`src/rtl/gas_sensor_air_quality_grader_core_assert.svh`:
```
// assertion macros for the air quality grader core
`ifndef GAS_SENSOR_AIR_QUALITY_GRADER_CORE_ASSERT_SVH
`define GAS_SENSOR_AIR_QUALITY_GRADER_CORE_ASSERT_SVH

// same-cycle implication
`define GSAQG_ASSERT_IMP(lbl, clk, rst_n, ante, cons, msg) \
	lbl: assert property (@(posedge clk) disable iff (!rst_n) (ante) |-> (cons)) \
		else $error(msg);

// next-cycle implication
`define GSAQG_ASSERT_NXT(lbl, clk, rst_n, ante, cons, msg) \
	lbl: assert property (@(posedge clk) disable iff (!rst_n) (ante) |=> (cons)) \
		else $error(msg);

`endif

```
`src/rtl/gsaqg_pkg.sv`:
```
// types, constants and sequencer program for the air quality grader
`default_nettype none

package gsaqg_pkg;

	localparam int SAMPLES_PER_AVERAGE = 64;
	localparam int ADC_BITS            = 12;
	localparam int AVG_SHIFT           = $clog2(SAMPLES_PER_AVERAGE);
	localparam int SUM_W               = ADC_BITS + AVG_SHIFT;
	localparam int CNT_W               = AVG_SHIFT;

	localparam int WLEN_W = 16;
	localparam int NUM_W  = 26;
	localparam int LOAD_W = 16;
	localparam int RS_W   = 24;
	localparam int ITER_W = $clog2(NUM_W + 1);
	localparam int PROD_W = RS_W + 7;

	localparam logic [RS_W-1:0] RS_MAX = {RS_W{1'b1}};

	localparam logic [WLEN_W-1:0] WLEN_RESET = 16'd15;
	localparam logic [NUM_W-1:0]  NUM_RESET  = 26'd15883636;
	localparam logic [LOAD_W-1:0] LOAD_RESET = 16'd2560;

	// ratio thresholds in hundredths
	localparam logic [PROD_W-1:0] RATIO_DEN   = 31'd100;
	localparam logic [PROD_W-1:0] FALL_HI     = 31'd85;
	localparam logic [PROD_W-1:0] FALL_MID    = 31'd77;
	localparam logic [PROD_W-1:0] FALL_LO     = 31'd69;
	localparam logic [PROD_W-1:0] RECOVER_LO  = 31'd72;
	localparam logic [PROD_W-1:0] RECOVER_MID = 31'd80;
	localparam logic [PROD_W-1:0] RECOVER_HI  = 31'd88;

	localparam int PADDR_W = 4;
	localparam logic [1:0] REG_WINDOW_LENGTH   = 2'd0;
	localparam logic [1:0] REG_RS_NUMERATOR    = 2'd1;
	localparam logic [1:0] REG_LOAD_RESISTANCE = 2'd2;

	typedef logic [2:0] op_t;
	localparam op_t OP_NOP  = 3'd0;
	localparam op_t OP_INIT = 3'd1;
	localparam op_t OP_DIV  = 3'd2;
	localparam op_t OP_RS   = 3'd3;
	localparam op_t OP_WIN  = 3'd4;
	localparam op_t OP_CMP  = 3'd5;
	localparam op_t OP_OUT  = 3'd6;

	typedef logic [1:0] cond_t;
	localparam cond_t C_NEVER    = 2'd0;
	localparam cond_t C_ALWAYS   = 2'd1;
	localparam cond_t C_NO_START = 2'd2;
	localparam cond_t C_LOOP     = 2'd3;

	typedef logic [2:0] step_t;
	localparam step_t STEP_IDLE = 3'd0;
	localparam step_t STEP_INIT = 3'd1;
	localparam step_t STEP_DIV  = 3'd2;
	localparam step_t STEP_RS   = 3'd3;
	localparam step_t STEP_WIN  = 3'd4;
	localparam step_t STEP_CMP  = 3'd5;
	localparam step_t STEP_OUT  = 3'd6;
	localparam step_t STEP_TAIL = 3'd7;

	typedef struct packed {
		op_t   op;
		cond_t cond;
		step_t target;
	} ctrl_t;

	typedef struct packed {
		logic above_hi;
		logic above_mid;
		logic above_lo;
		logic below_lo;
		logic below_mid;
		logic below_hi;
	} band_t;

	// loop conditions: wait for start, divide loop, output register busy
	function automatic ctrl_t seq_rom(input step_t pc);
		ctrl_t c;
		c = '{op: OP_NOP, cond: C_ALWAYS, target: STEP_IDLE};
		case (pc)
			STEP_IDLE: c = '{op: OP_NOP,  cond: C_NO_START, target: STEP_IDLE};
			STEP_INIT: c = '{op: OP_INIT, cond: C_NEVER,    target: STEP_IDLE};
			STEP_DIV:  c = '{op: OP_DIV,  cond: C_LOOP,     target: STEP_DIV};
			STEP_RS:   c = '{op: OP_RS,   cond: C_NEVER,    target: STEP_IDLE};
			STEP_WIN:  c = '{op: OP_WIN,  cond: C_NEVER,    target: STEP_IDLE};
			STEP_CMP:  c = '{op: OP_CMP,  cond: C_NEVER,    target: STEP_IDLE};
			STEP_OUT:  c = '{op: OP_OUT,  cond: C_LOOP,     target: STEP_OUT};
			STEP_TAIL: c = '{op: OP_NOP,  cond: C_ALWAYS,   target: STEP_IDLE};
			default:   c = '{op: OP_NOP,  cond: C_ALWAYS,   target: STEP_IDLE};
		endcase
		return c;
	endfunction

endpackage

`default_nettype wire

```
`src/rtl/gas_sensor_air_quality_grader_core.sv`:
```
// Gas sensor air quality grader. Samples are taken one per cycle and summed in
// groups of 64; the 64th sample of a group starts a microcoded sequence that
// divides the numerator by the truncated mean one quotient bit per cycle, then
// forms the resistance, updates the window, compares bands and grades. One
// result comes out per group. After the last sample of the group its valid rises
// once the output register is free, following one setup step, the 26 steps of
// the restoring divider, then the resistance, window, compare and output
// steps. One more step returns the sequencer to idle, so a group keeps it busy
// through any output stall too. Samples of the next group keep being taken
// meanwhile; only a sample that would close another group waits until the
// sequence has finished. No clearing pass follows reset.
`default_nettype none

`include "gas_sensor_air_quality_grader_core_assert.svh"

module gas_sensor_air_quality_grader_core
	import gsaqg_pkg::*;
(
	input  wire logic               clk,
	input  wire logic               arst_n,
	input  wire logic               psel,
	input  wire logic               penable,
	input  wire logic               pwrite,
	input  wire logic [PADDR_W-1:0] paddr,
	input  wire logic [31:0]        pwdata,
	output logic      [31:0]        prdata,
	output logic                    pready,
	input  wire logic               in_valid,
	output logic                    in_stall,
	input  wire logic [ADC_BITS-1:0] adc_sample,
	output logic                    out_valid,
	input  wire logic               out_stall,
	output logic [ADC_BITS-1:0]     mean_value,
	output logic [RS_W-1:0]         resistance,
	output logic [RS_W-1:0]         reference_max,
	output logic                    falling,
	output logic [1:0]              level,
	output logic                    window_restarted,
	output logic                    mean_zero
);

	logic [WLEN_W-1:0] window_length_q;
	logic [NUM_W-1:0]  rs_numerator_q;
	logic [LOAD_W-1:0] load_resistance_q;

	logic [SUM_W-1:0]    sample_sum_q;
	logic [CNT_W-1:0]    sample_count_q;
	logic [SUM_W-1:0]    sum_next;
	logic                in_accept;
	logic                last_sample;
	logic                start;

	step_t               pc_q;
	ctrl_t               ctrl;
	logic                jump;
	logic                busy;
	logic                out_busy;

	logic [ADC_BITS-1:0] mean_q;
	logic [ADC_BITS-1:0] rem_q;
	logic [NUM_W-1:0]    quo_q;
	logic [ITER_W-1:0]   iter_q;
	logic [ADC_BITS:0]   rem_shift;
	logic [ADC_BITS:0]   rem_diff;
	logic                rem_ge;

	logic [NUM_W-1:0]    q_minus_load;
	logic [RS_W-1:0]     rs_calc;
	logic [RS_W-1:0]     rs_q;
	logic                zero_q;
	logic                restart_q;

	logic [WLEN_W-1:0]   averages_q;
	logic [RS_W-1:0]     window_max_q;
	logic [RS_W-1:0]     ref_max_q;
	logic [RS_W-1:0]     prev_rs_q;
	logic [1:0]          grade_q;
	logic [1:0]          grade_next;
	logic                fall_q;
	band_t               band_q;
	band_t               band_calc;
	logic [PROD_W-1:0]   rs_scaled;
	logic [PROD_W-1:0]   ref_wide;

	logic                out_valid_q;
	logic [ADC_BITS-1:0] mean_value_q;
	logic [RS_W-1:0]     resistance_q;
	logic [RS_W-1:0]     reference_max_q;
	logic                falling_q;
	logic [1:0]          level_q;
	logic                window_restarted_q;
	logic                mean_zero_q;

	logic cfg_write;

	// configuration port
	assign pready    = 1'b1;
	assign cfg_write = psel && penable && pwrite && pready;

	always_comb begin
		prdata = '0;
		case (paddr[3:2])
			REG_WINDOW_LENGTH:   prdata = {{(32-WLEN_W){1'b0}}, window_length_q};
			REG_RS_NUMERATOR:    prdata = {{(32-NUM_W){1'b0}}, rs_numerator_q};
			REG_LOAD_RESISTANCE: prdata = {{(32-LOAD_W){1'b0}}, load_resistance_q};
			default:             prdata = '0;
		endcase
	end

	always_ff @(posedge clk or negedge arst_n) begin
		if (!arst_n) begin
			window_length_q   <= WLEN_RESET;
			rs_numerator_q    <= NUM_RESET;
			load_resistance_q <= LOAD_RESET;
		end else if (cfg_write) begin
			case (paddr[3:2])
				REG_WINDOW_LENGTH:   window_length_q   <= pwdata[WLEN_W-1:0];
				REG_RS_NUMERATOR:    rs_numerator_q    <= pwdata[NUM_W-1:0];
				REG_LOAD_RESISTANCE: load_resistance_q <= pwdata[LOAD_W-1:0];
				default: ;
			endcase
		end
	end

	// sample accumulation
	assign busy        = (pc_q != STEP_IDLE);
	assign last_sample = (sample_count_q == CNT_W'(SAMPLES_PER_AVERAGE - 1));
	assign in_stall    = busy && last_sample;
	assign in_accept   = in_valid && !in_stall;
	assign start       = in_accept && last_sample;
	assign sum_next    = sample_sum_q + SUM_W'(adc_sample);

	always_ff @(posedge clk or negedge arst_n) begin
		if (!arst_n) begin
			sample_sum_q   <= '0;
			sample_count_q <= '0;
		end else if (in_accept) begin
			if (last_sample) begin
				sample_sum_q   <= '0;
				sample_count_q <= '0;
			end else begin
				sample_sum_q   <= sum_next;
				sample_count_q <= sample_count_q + CNT_W'(1);
			end
		end
	end

	always_ff @(posedge clk) begin
		if (start) begin
			mean_q <= sum_next[AVG_SHIFT +: ADC_BITS];
		end
	end

	// sequencer
	assign ctrl     = seq_rom(pc_q);
	assign out_busy = out_valid_q && out_stall;

	always_comb begin
		jump = 1'b0;
		case (ctrl.cond)
			C_NEVER:    jump = 1'b0;
			C_ALWAYS:   jump = 1'b1;
			C_NO_START: jump = !start;
			C_LOOP:     jump = (ctrl.op == OP_DIV) ? (iter_q != ITER_W'(1)) : out_busy;
			default:    jump = 1'b0;
		endcase
	end

	always_ff @(posedge clk or negedge arst_n) begin
		if (!arst_n) begin
			pc_q <= STEP_IDLE;
		end else if (jump) begin
			pc_q <= ctrl.target;
		end else begin
			pc_q <= pc_q + step_t'(1);
		end
	end

	// divider datapath
	assign rem_shift = {rem_q, quo_q[NUM_W-1]};
	assign rem_diff  = rem_shift - {1'b0, mean_q};
	assign rem_ge    = (rem_shift >= {1'b0, mean_q});

	always_ff @(posedge clk or negedge arst_n) begin
		if (!arst_n) begin
			iter_q <= '0;
		end else if (ctrl.op == OP_INIT) begin
			iter_q <= ITER_W'(NUM_W);
		end else if (ctrl.op == OP_DIV) begin
			iter_q <= iter_q - ITER_W'(1);
		end
	end

	always_ff @(posedge clk) begin
		if (ctrl.op == OP_INIT) begin
			rem_q <= '0;
			quo_q <= rs_numerator_q;
		end else if (ctrl.op == OP_DIV) begin
			rem_q <= rem_ge ? rem_diff[ADC_BITS-1:0] : rem_shift[ADC_BITS-1:0];
			quo_q <= {quo_q[NUM_W-2:0], rem_ge};
		end
	end

	// resistance from quotient
	assign q_minus_load = quo_q - NUM_W'(load_resistance_q);

	always_comb begin
		if (quo_q <= NUM_W'(load_resistance_q)) begin
			rs_calc = '0;
		end else if (|q_minus_load[NUM_W-1:RS_W]) begin
			rs_calc = RS_MAX;
		end else begin
			rs_calc = q_minus_load[RS_W-1:0];
		end
	end

	always_ff @(posedge clk) begin
		if (ctrl.op == OP_RS) begin
			zero_q <= (mean_q == '0);
			rs_q   <= (mean_q == '0) ? RS_MAX : rs_calc;
		end
	end

	// band compares by cross multiplication
	assign rs_scaled = PROD_W'(rs_q) * RATIO_DEN;
	assign ref_wide  = PROD_W'(ref_max_q);

	always_comb begin
		band_calc.above_hi  = rs_scaled > ref_wide * FALL_HI;
		band_calc.above_mid = rs_scaled > ref_wide * FALL_MID;
		band_calc.above_lo  = rs_scaled > ref_wide * FALL_LO;
		band_calc.below_lo  = rs_scaled < ref_wide * RECOVER_LO;
		band_calc.below_mid = rs_scaled < ref_wide * RECOVER_MID;
		band_calc.below_hi  = rs_scaled < ref_wide * RECOVER_HI;
	end

	always_ff @(posedge clk) begin
		if (ctrl.op == OP_CMP) begin
			band_q <= band_calc;
		end
	end

	always_comb begin
		grade_next = grade_q;
		if (fall_q) begin
			if (band_q.above_hi) begin
				grade_next = 2'd0;
			end else if (band_q.above_mid) begin
				grade_next = 2'd1;
			end else if (band_q.above_lo) begin
				grade_next = 2'd2;
			end else begin
				grade_next = 2'd3;
			end
		end else if (band_q.below_lo) begin
			grade_next = 2'd3;
		end else if (band_q.below_mid) begin
			if (grade_q > 2'd2) begin
				grade_next = grade_q - 2'd1;
			end
		end else if (band_q.below_hi) begin
			if (grade_q > 2'd1) begin
				grade_next = grade_q - 2'd1;
			end
		end else if (grade_q > 2'd0) begin
			grade_next = grade_q - 2'd1;
		end
	end

	// window tracking, trend and grade state
	always_ff @(posedge clk or negedge arst_n) begin
		if (!arst_n) begin
			averages_q   <= '0;
			window_max_q <= '0;
			ref_max_q    <= '0;
			prev_rs_q    <= '0;
			grade_q      <= '0;
			fall_q       <= 1'b0;
			restart_q    <= 1'b0;
		end else begin
			if (ctrl.op == OP_WIN) begin
				if (averages_q >= window_length_q) begin
					ref_max_q    <= window_max_q;
					window_max_q <= '0;
					averages_q   <= '0;
					restart_q    <= 1'b1;
				end else begin
					averages_q <= averages_q + WLEN_W'(1);
					restart_q  <= 1'b0;
					if (rs_q > window_max_q) begin
						window_max_q <= rs_q;
						if (rs_q > ref_max_q) begin
							ref_max_q <= rs_q;
						end
					end
				end
			end
			if (ctrl.op == OP_CMP) begin
				fall_q    <= (prev_rs_q > rs_q);
				prev_rs_q <= rs_q;
			end
			if (ctrl.op == OP_OUT && !out_busy) begin
				grade_q <= grade_next;
			end
		end
	end

	// output register
	always_ff @(posedge clk or negedge arst_n) begin
		if (!arst_n) begin
			out_valid_q <= 1'b0;
		end else if (ctrl.op == OP_OUT && !out_busy) begin
			out_valid_q <= 1'b1;
		end else if (out_valid_q && !out_stall) begin
			out_valid_q <= 1'b0;
		end
	end

	always_ff @(posedge clk) begin
		if (ctrl.op == OP_OUT && !out_busy) begin
			mean_value_q       <= mean_q;
			resistance_q       <= rs_q;
			reference_max_q    <= ref_max_q;
			falling_q          <= fall_q;
			level_q            <= grade_next;
			window_restarted_q <= restart_q;
			mean_zero_q        <= zero_q;
		end
	end

	assign out_valid        = out_valid_q;
	assign mean_value       = mean_value_q;
	assign resistance       = resistance_q;
	assign reference_max    = reference_max_q;
	assign falling          = falling_q;
	assign level            = level_q;
	assign window_restarted = window_restarted_q;
	assign mean_zero        = mean_zero_q;

	`GSAQG_ASSERT_NXT(a_start_runs, clk, arst_n, (pc_q == STEP_IDLE) && start, pc_q == STEP_INIT, "group start did not launch the sequence")
	`GSAQG_ASSERT_IMP(a_div_iter, clk, arst_n, pc_q == STEP_DIV, iter_q != '0, "divider step count ran out")
	`GSAQG_ASSERT_IMP(a_ref_covers, clk, arst_n, 1'b1, window_max_q <= ref_max_q, "window maximum above reference")
	`GSAQG_ASSERT_NXT(a_out_load, clk, arst_n, (pc_q == STEP_OUT) && !out_busy, out_valid_q && (pc_q == STEP_TAIL), "result not loaded")

endmodule

`default_nettype wire

```
`config.mk`:
```
export PLATFORM = sky130hd
export DESIGN_NAME = gas_sensor_air_quality_grader_core
export DESIGN_NICKNAME = d
export VERILOG_FILES = /design/src/rtl/gsaqg_pkg.sv /design/src/rtl/gas_sensor_air_quality_grader_core.sv
export VERILOG_INCLUDE_DIRS = /design/src /design/src/rtl
export SDC_FILE = /design/constraint.sdc
export NUM_CORES = 2
export LEC_CHECK = 0
export CORE_MARGIN = 2
export CORE_UTILIZATION = 35
export CTS_CLUSTER_DIAMETER = 100
export CTS_CLUSTER_SIZE = 40
export DETAILED_ROUTE_END_ITERATION = 8
export DONT_BUFFER_PORTS = 1
export PLACE_DENSITY_LB_ADDON = 0.08
export SKIP_CTS_REPAIR_TIMING = 1
export SLEW_MARGIN = 40
export SYNTH_ARGS = -nofsm -noshare
export SYNTH_HDL_FRONTEND = slang
export SYNTH_SLANG_ARGS = --single-unit
```
`constraint.sdc`:
```
create_clock -name clk -period 15.6 [get_ports clk]
set_clock_uncertainty 0.2 [all_clocks]
set_input_delay 2.34 -clock clk [delete_from_list [all_inputs] [get_ports clk]]
set_output_delay 2.34 -clock clk [all_outputs]
set_load 0.01 [all_outputs]
```
Word-level counts from Yosys, hierarchy flattened:

Memory sizes are Yosys's and may differ from the RTL's.
Cells that the tools add are included.
W data, S select, Z words.

* flip-flop bits (word level): 329
* latch bits: 0
* memory bits (writable): 0
* bits in read-only memories: 56
* input port bits: 55
* output and inout bits: 100
* logic and storage cells: 135
* memories kept: 1

Memory list
* (no name shown): words 8, width 7, rd ports 1, clocked after memory_dff 0, wr ports 0, RTL line gsaqg_pkg.sv:83 `case (pc)`

* $add $sub $neg: 8
* $mul: 7
* div/mod/pow operators: 0
* magnitude comparators: 15
* eq/ne operators: 13
* shifts and indexed selects: 0
* mux-type cells: 32
* bitwise gates (word level): 0
* reduce and logical (&&, ||, !) cells: 26

Operators by type and width (count)
* $mux W24: 7
* $gt A31 B31 Y1: 3
* $lt A31 B31 Y1: 3
* $mul A24 B7 Y31 const B: 3
* $pmux W26 S3: 1
* $gt A24 B24 Y1: 3
* $mul A24 B4 Y28 const B: 2
* $mux W26: 2
* $mul A24 B5 Y29 const B: 1
* $mul A24 B3 Y27 const B: 1
* $le A26 B16 Y1: 1
* $sub A26 B16 Y26: 1
* $add A18 B12 Y18: 1
* $mux W18: 1
* $mux W2: 9
* $add A16 B1 Y16 const B: 1
* $ge A16 B16 Y1: 1
* $mux W16: 1
* $ge A13 B12 Y1: 1
* $logic_not A12 Y1: 1
* $mux W12: 1
* $sub A12 B12 Y12: 1
* $mux W5: 2
* $eq A3 B3 Y1 const B: 3
* other kinds (24): 50

Depth between registers and ports, before layout:

* depth after elaboration: 8
* mapped depth: 28

Worst setup path before layout:

No wires, ideal clock.

* path type: reg2reg
* from: register ref_max_q[6]
* to: register band_q[4] (netlist bit), data pin
* library setup time: 269 ps
* arrival: 5888 ps
* data required time: 15131 ps
* slack: 9242 ps
* cell stages (with the launch flop): 27
* path buffers: 0
* path through: dfrtp_1 > ha_1 > ha_1 > fa_1 > inv_1 > fa_1 > inv_1 > ha_1 > and3_1 > and3_1 > a32oi_1 > o21ai_0 > o31ai_1 > o31ai_1 > a21o_1 > a21oi_1 > xor2_1 > ha_1 > a21o_1 > a21o_1 > a21o_1 > a21o_1 > a21oi_1 > nor2b_1 > o21ai_0 > and4b_1 > a21oi_1

RTL lines
* start, declared: RTL line gas_sensor_air_quality_grader_core.sv:75 `logic [RS_W-1:0] ref_max_q;`
* start signal, assigned: RTL line gas_sensor_air_quality_grader_core.sv:283 `ref_max_q <= window_max_q;`
* start signal, assigned: RTL line gas_sensor_air_quality_grader_core.sv:293 `ref_max_q <= rs_q;`
* end signal, assigned: RTL line gas_sensor_air_quality_grader_core.sv:239 `band_q <= band_calc;`
* end, declared: RTL line gas_sensor_air_quality_grader_core.sv:80 `band_t band_q;`

==> results.md <==
- Overall Global Routing Usage: 19.4%
- Setup violations, final: 0
- Io pins: 155
- Grt met2 use: 34.5%
- DRT Wirelength: 99000 um
- Fmax: 128 MHz
- Reg2reg start: ref_max_q[9]$_DFFE_PN0P_
- Worst Path Required: 15730 ps
- Depth of the worst register-to-register path: 26
- Die width: 322 um
- Clock period minus final worst setup slack: 7800 ps
- Antenna-violating nets left: 0
- Synthesized cell area: 35400 sq um
- Clk_lat worst skew: 650 ps
- Met3 Track Usage GR: 1.82%
- Final cycle utilization of the critical path: 50.0%
- Final net count: 4739
- Setup WS pre-CTS: 7680 ps
- Hold Path Class: register to register
- Die Height: 322 um
- WL/cell: 19.2 um
- I/O Buffers: 0
- Async SR Flop Fraction: 55.6%
- Placed cell count: 5119
- GRT met1 Usage: 25.4%
- CTS tree: yes
- Grt total ovfl: 0
- RSZ-0062 raised after global routing: no
- Vias in the first global route: 27718
- Rel. slew slack: 39.8%
- Yosys reg bits: 329
- Slew @ Worst Pin: 902 ps
- Final slew viol count: 0
- Worst R2R End: band_q[4]$_DFFE_PN_
- Synth unique cells: 80
- Synth top area share: 24.7%
- Sequential area share after synthesis: 25.1%
- Initial DRC Count: 1118
- Maximum capacitance violations: 0
- Die area: 104000 sq um
- Drt pass-1 iters: 6
- Htree depth: 1
- Setup CP Type: register to register
- Outcome: finished, final reports clean
- Number of enable flip-flop cells after synthesis: 134
- Starting Density: 35.3%
- Routability cong.: 0.834
- CTS Buffer Depth: 3
- Crit-path max FO: 12
- Cell row count: 116
- Startpoint Class: register
- Setup WS post-layout: 7810 ps
- Sum of negative setup slack: 0 ps
- Critical path arrival: 7920 ps
- Cell accounting for the most synthesized area: ha_1
- DRC: 0
- Gate Count Post-Synth: 3836
- Diode count: 0
- Num CTS Buffers: 22
- Final core occ: 38.1%
- Flop2flop setup slack: 7810 ps
- WHS Endpoint: sample_sum_q[2]$_DFFE_PN0P_
- Fin cells: 5159
- CTS sink count: 329
- Most used DFF post-synth: dfrtp_1
- Setup crit end kind: register
- First-pass GRT wire length: 157000 um
- Hold depth: 2
- Hold path start: sample_sum_q[2]$_DFFE_PN0P_
- Dpl hpwl: 79000 um
- Vias/cell: 5.14
- Clk pin slew, worst setup/hold paths: 130 ps
- Most used routing layer: met2
- Via count: 26501
- Largest net degree at the start of global routing: 184
- Avg Inst Size Synth: 9.22 sq um
- Clk root buf: clkbuf_16
- Initial antenna violation count: 0
- Final Hold Viols: 0
- Area contributors post-synth: ha_1 25%, dfrtp_1 12%, edfxtp_1 11%
- Ys Warns: 0
- Core ar.: 100000 sq um
- Area growth syn-to-layout: 7.87%
- Layout cells sized above 1: 5.49%
-- critical path: stages, from the launching register on --
cell,delay (ps)
dfrtp_1,820
ha_1,370
ha_1,310
fa_1,540
inv_1,50
fa_1,500
inv_1,50
ha_1,350
and3_1,200
and3_1,220
a32oi_1,330
o21ai_0,220
o31ai_1,510
o31ai_1,240
a21o_1,280
a21oi_1,190
xor2_1,170
ha_1,260
a21o_1,160
a21o_1,170
a21o_1,170
a21o_1,170
a21oi_1,130
nor2b_1,50
o21ai_0,460
and4b_1,350
a21oi_1,60
-- per-stage QoR --
step                instance area (sq um)  hold slack [ps]
finish                              38200              290
global placement                    37200              260
floorplan                           35400              200
detailed placement                  37300              268
CTS                                 38200              298
global route                        38200              310
-- placed cells by master, fill, tap and decap left out, types with 34 or more instances in the layout --
cell,Yosys,routed
mux2_2,45,45
buf_4,7,46
nor2_1,175,173
dfrtp_1,163,159
nor3_1,42,40
nand4_1,66,66
inv_1,586,584
a22o_1,34,34
nand3_1,60,60
edfxtp_1,134,134
a21o_1,173,173
fa_1,141,141
mux2i_1,49,49
xnor2_1,123,119
nand2b_1,46,45
xor2_1,86,85
o21ai_0,217,216
nor2b_1,45,43
nand2_1,262,261
ha_1,698,698
a21oi_1,246,245
-- cell families (layout without fill, tap and decap cells) --
logic type | after synthesis | in the layout | synth area share (%)
muxes | 94 | 94 | 2.82
buffers and inverters | 653 | 673 | 7.02
adders and majority gates | 839 | 839 | 32.7
AOI/OAI and AO/OA | 897 | 897 | 16.2
and+or+nand+nor | 813 | 813 | 11.1
other | 2 | 7 | 0.0212
xor gates and xnor gates | 209 | 209 | 5.17
DFF | 329 | 329 | 25.1
-- layout make-up --
type | instances | area [sq um]
Clock buffer | 22 | 551
Clock inverter | 18 | 354
Fill cell | 10318 | 62000
Inverter | 587 | 2210
Multi-Input combinational cell | 2859 | 24200
Sequential cell | 329 | 8870
Tap cell | 1298 | 1620
Timing Repair Buffer | 46 | 345
-- state kept, by name (all words and copies together) (netlist names), 18 cells and up --
signal and count:
prev_rs_q 24, window_max_q 24, ref_max_q 24, rs_numerator_q 26, resistance 24, reference_max 24, sample_sum_q 18, rs_q 24
quo_q 26
-- worst max path at each step --
stage / from / to / slack, ps / cells after the start
finish: ref_max_q[9]$_DFFE_PN0P_ / band_q[4]$_DFFE_PN_ / 7810 / 26
global route: ref_max_q[9]$_DFFE_PN0P_ / band_q[4]$_DFFE_PN_ / 7170 / 26
CTS: ref_max_q[9]$_DFFE_PN0P_ / band_q[4]$_DFFE_PN_ / 7680 / 26
detailed placement: ref_max_q[9]$_DFFE_PN0P_ / band_q[4]$_DFFE_PN_ / 7680 / 26
global placement: ref_max_q[9]$_DFFE_PN0P_ / band_q[4]$_DFFE_PN_ / 7670 / 26
floorplan: ref_max_q[6]$_DFFE_PN0P_ / band_q[4]$_DFFE_PN_ / 9240 / 26
-- layer usage --
metal  up-vias  wire length (um)
li1      13403                 -
met1     12755             45700
met2       265             48800
met3        78              2260
met4         0              2250
met5         -                 0
-- synthesized netlist by cell type (all sizes together), types with 13 or more instances --
library cell    n
ha            698
inv           586
nand2         262
a21oi         250
o21ai         220
a21o          175
nor2          175
dfrtp         163
fa            141
edfxtp        134
xnor2         123
xor2           86
nand4          66
nand3          60
clkbuf         53
mux2i          49
nand2b         46
nor2b          46
mux2           45
nor3           42
a22o           34
o21a           31
and3           26
a211oi         24
a31oi          24
and2           24
o21bai         24
dfstp          20
nor4           18
o211ai         14
o31ai          14
or3            14
buf            13
Power is left out: the tool's default activity adds up to more than one toggle a clock period on the data nets, which glitch-free logic cannot reach.
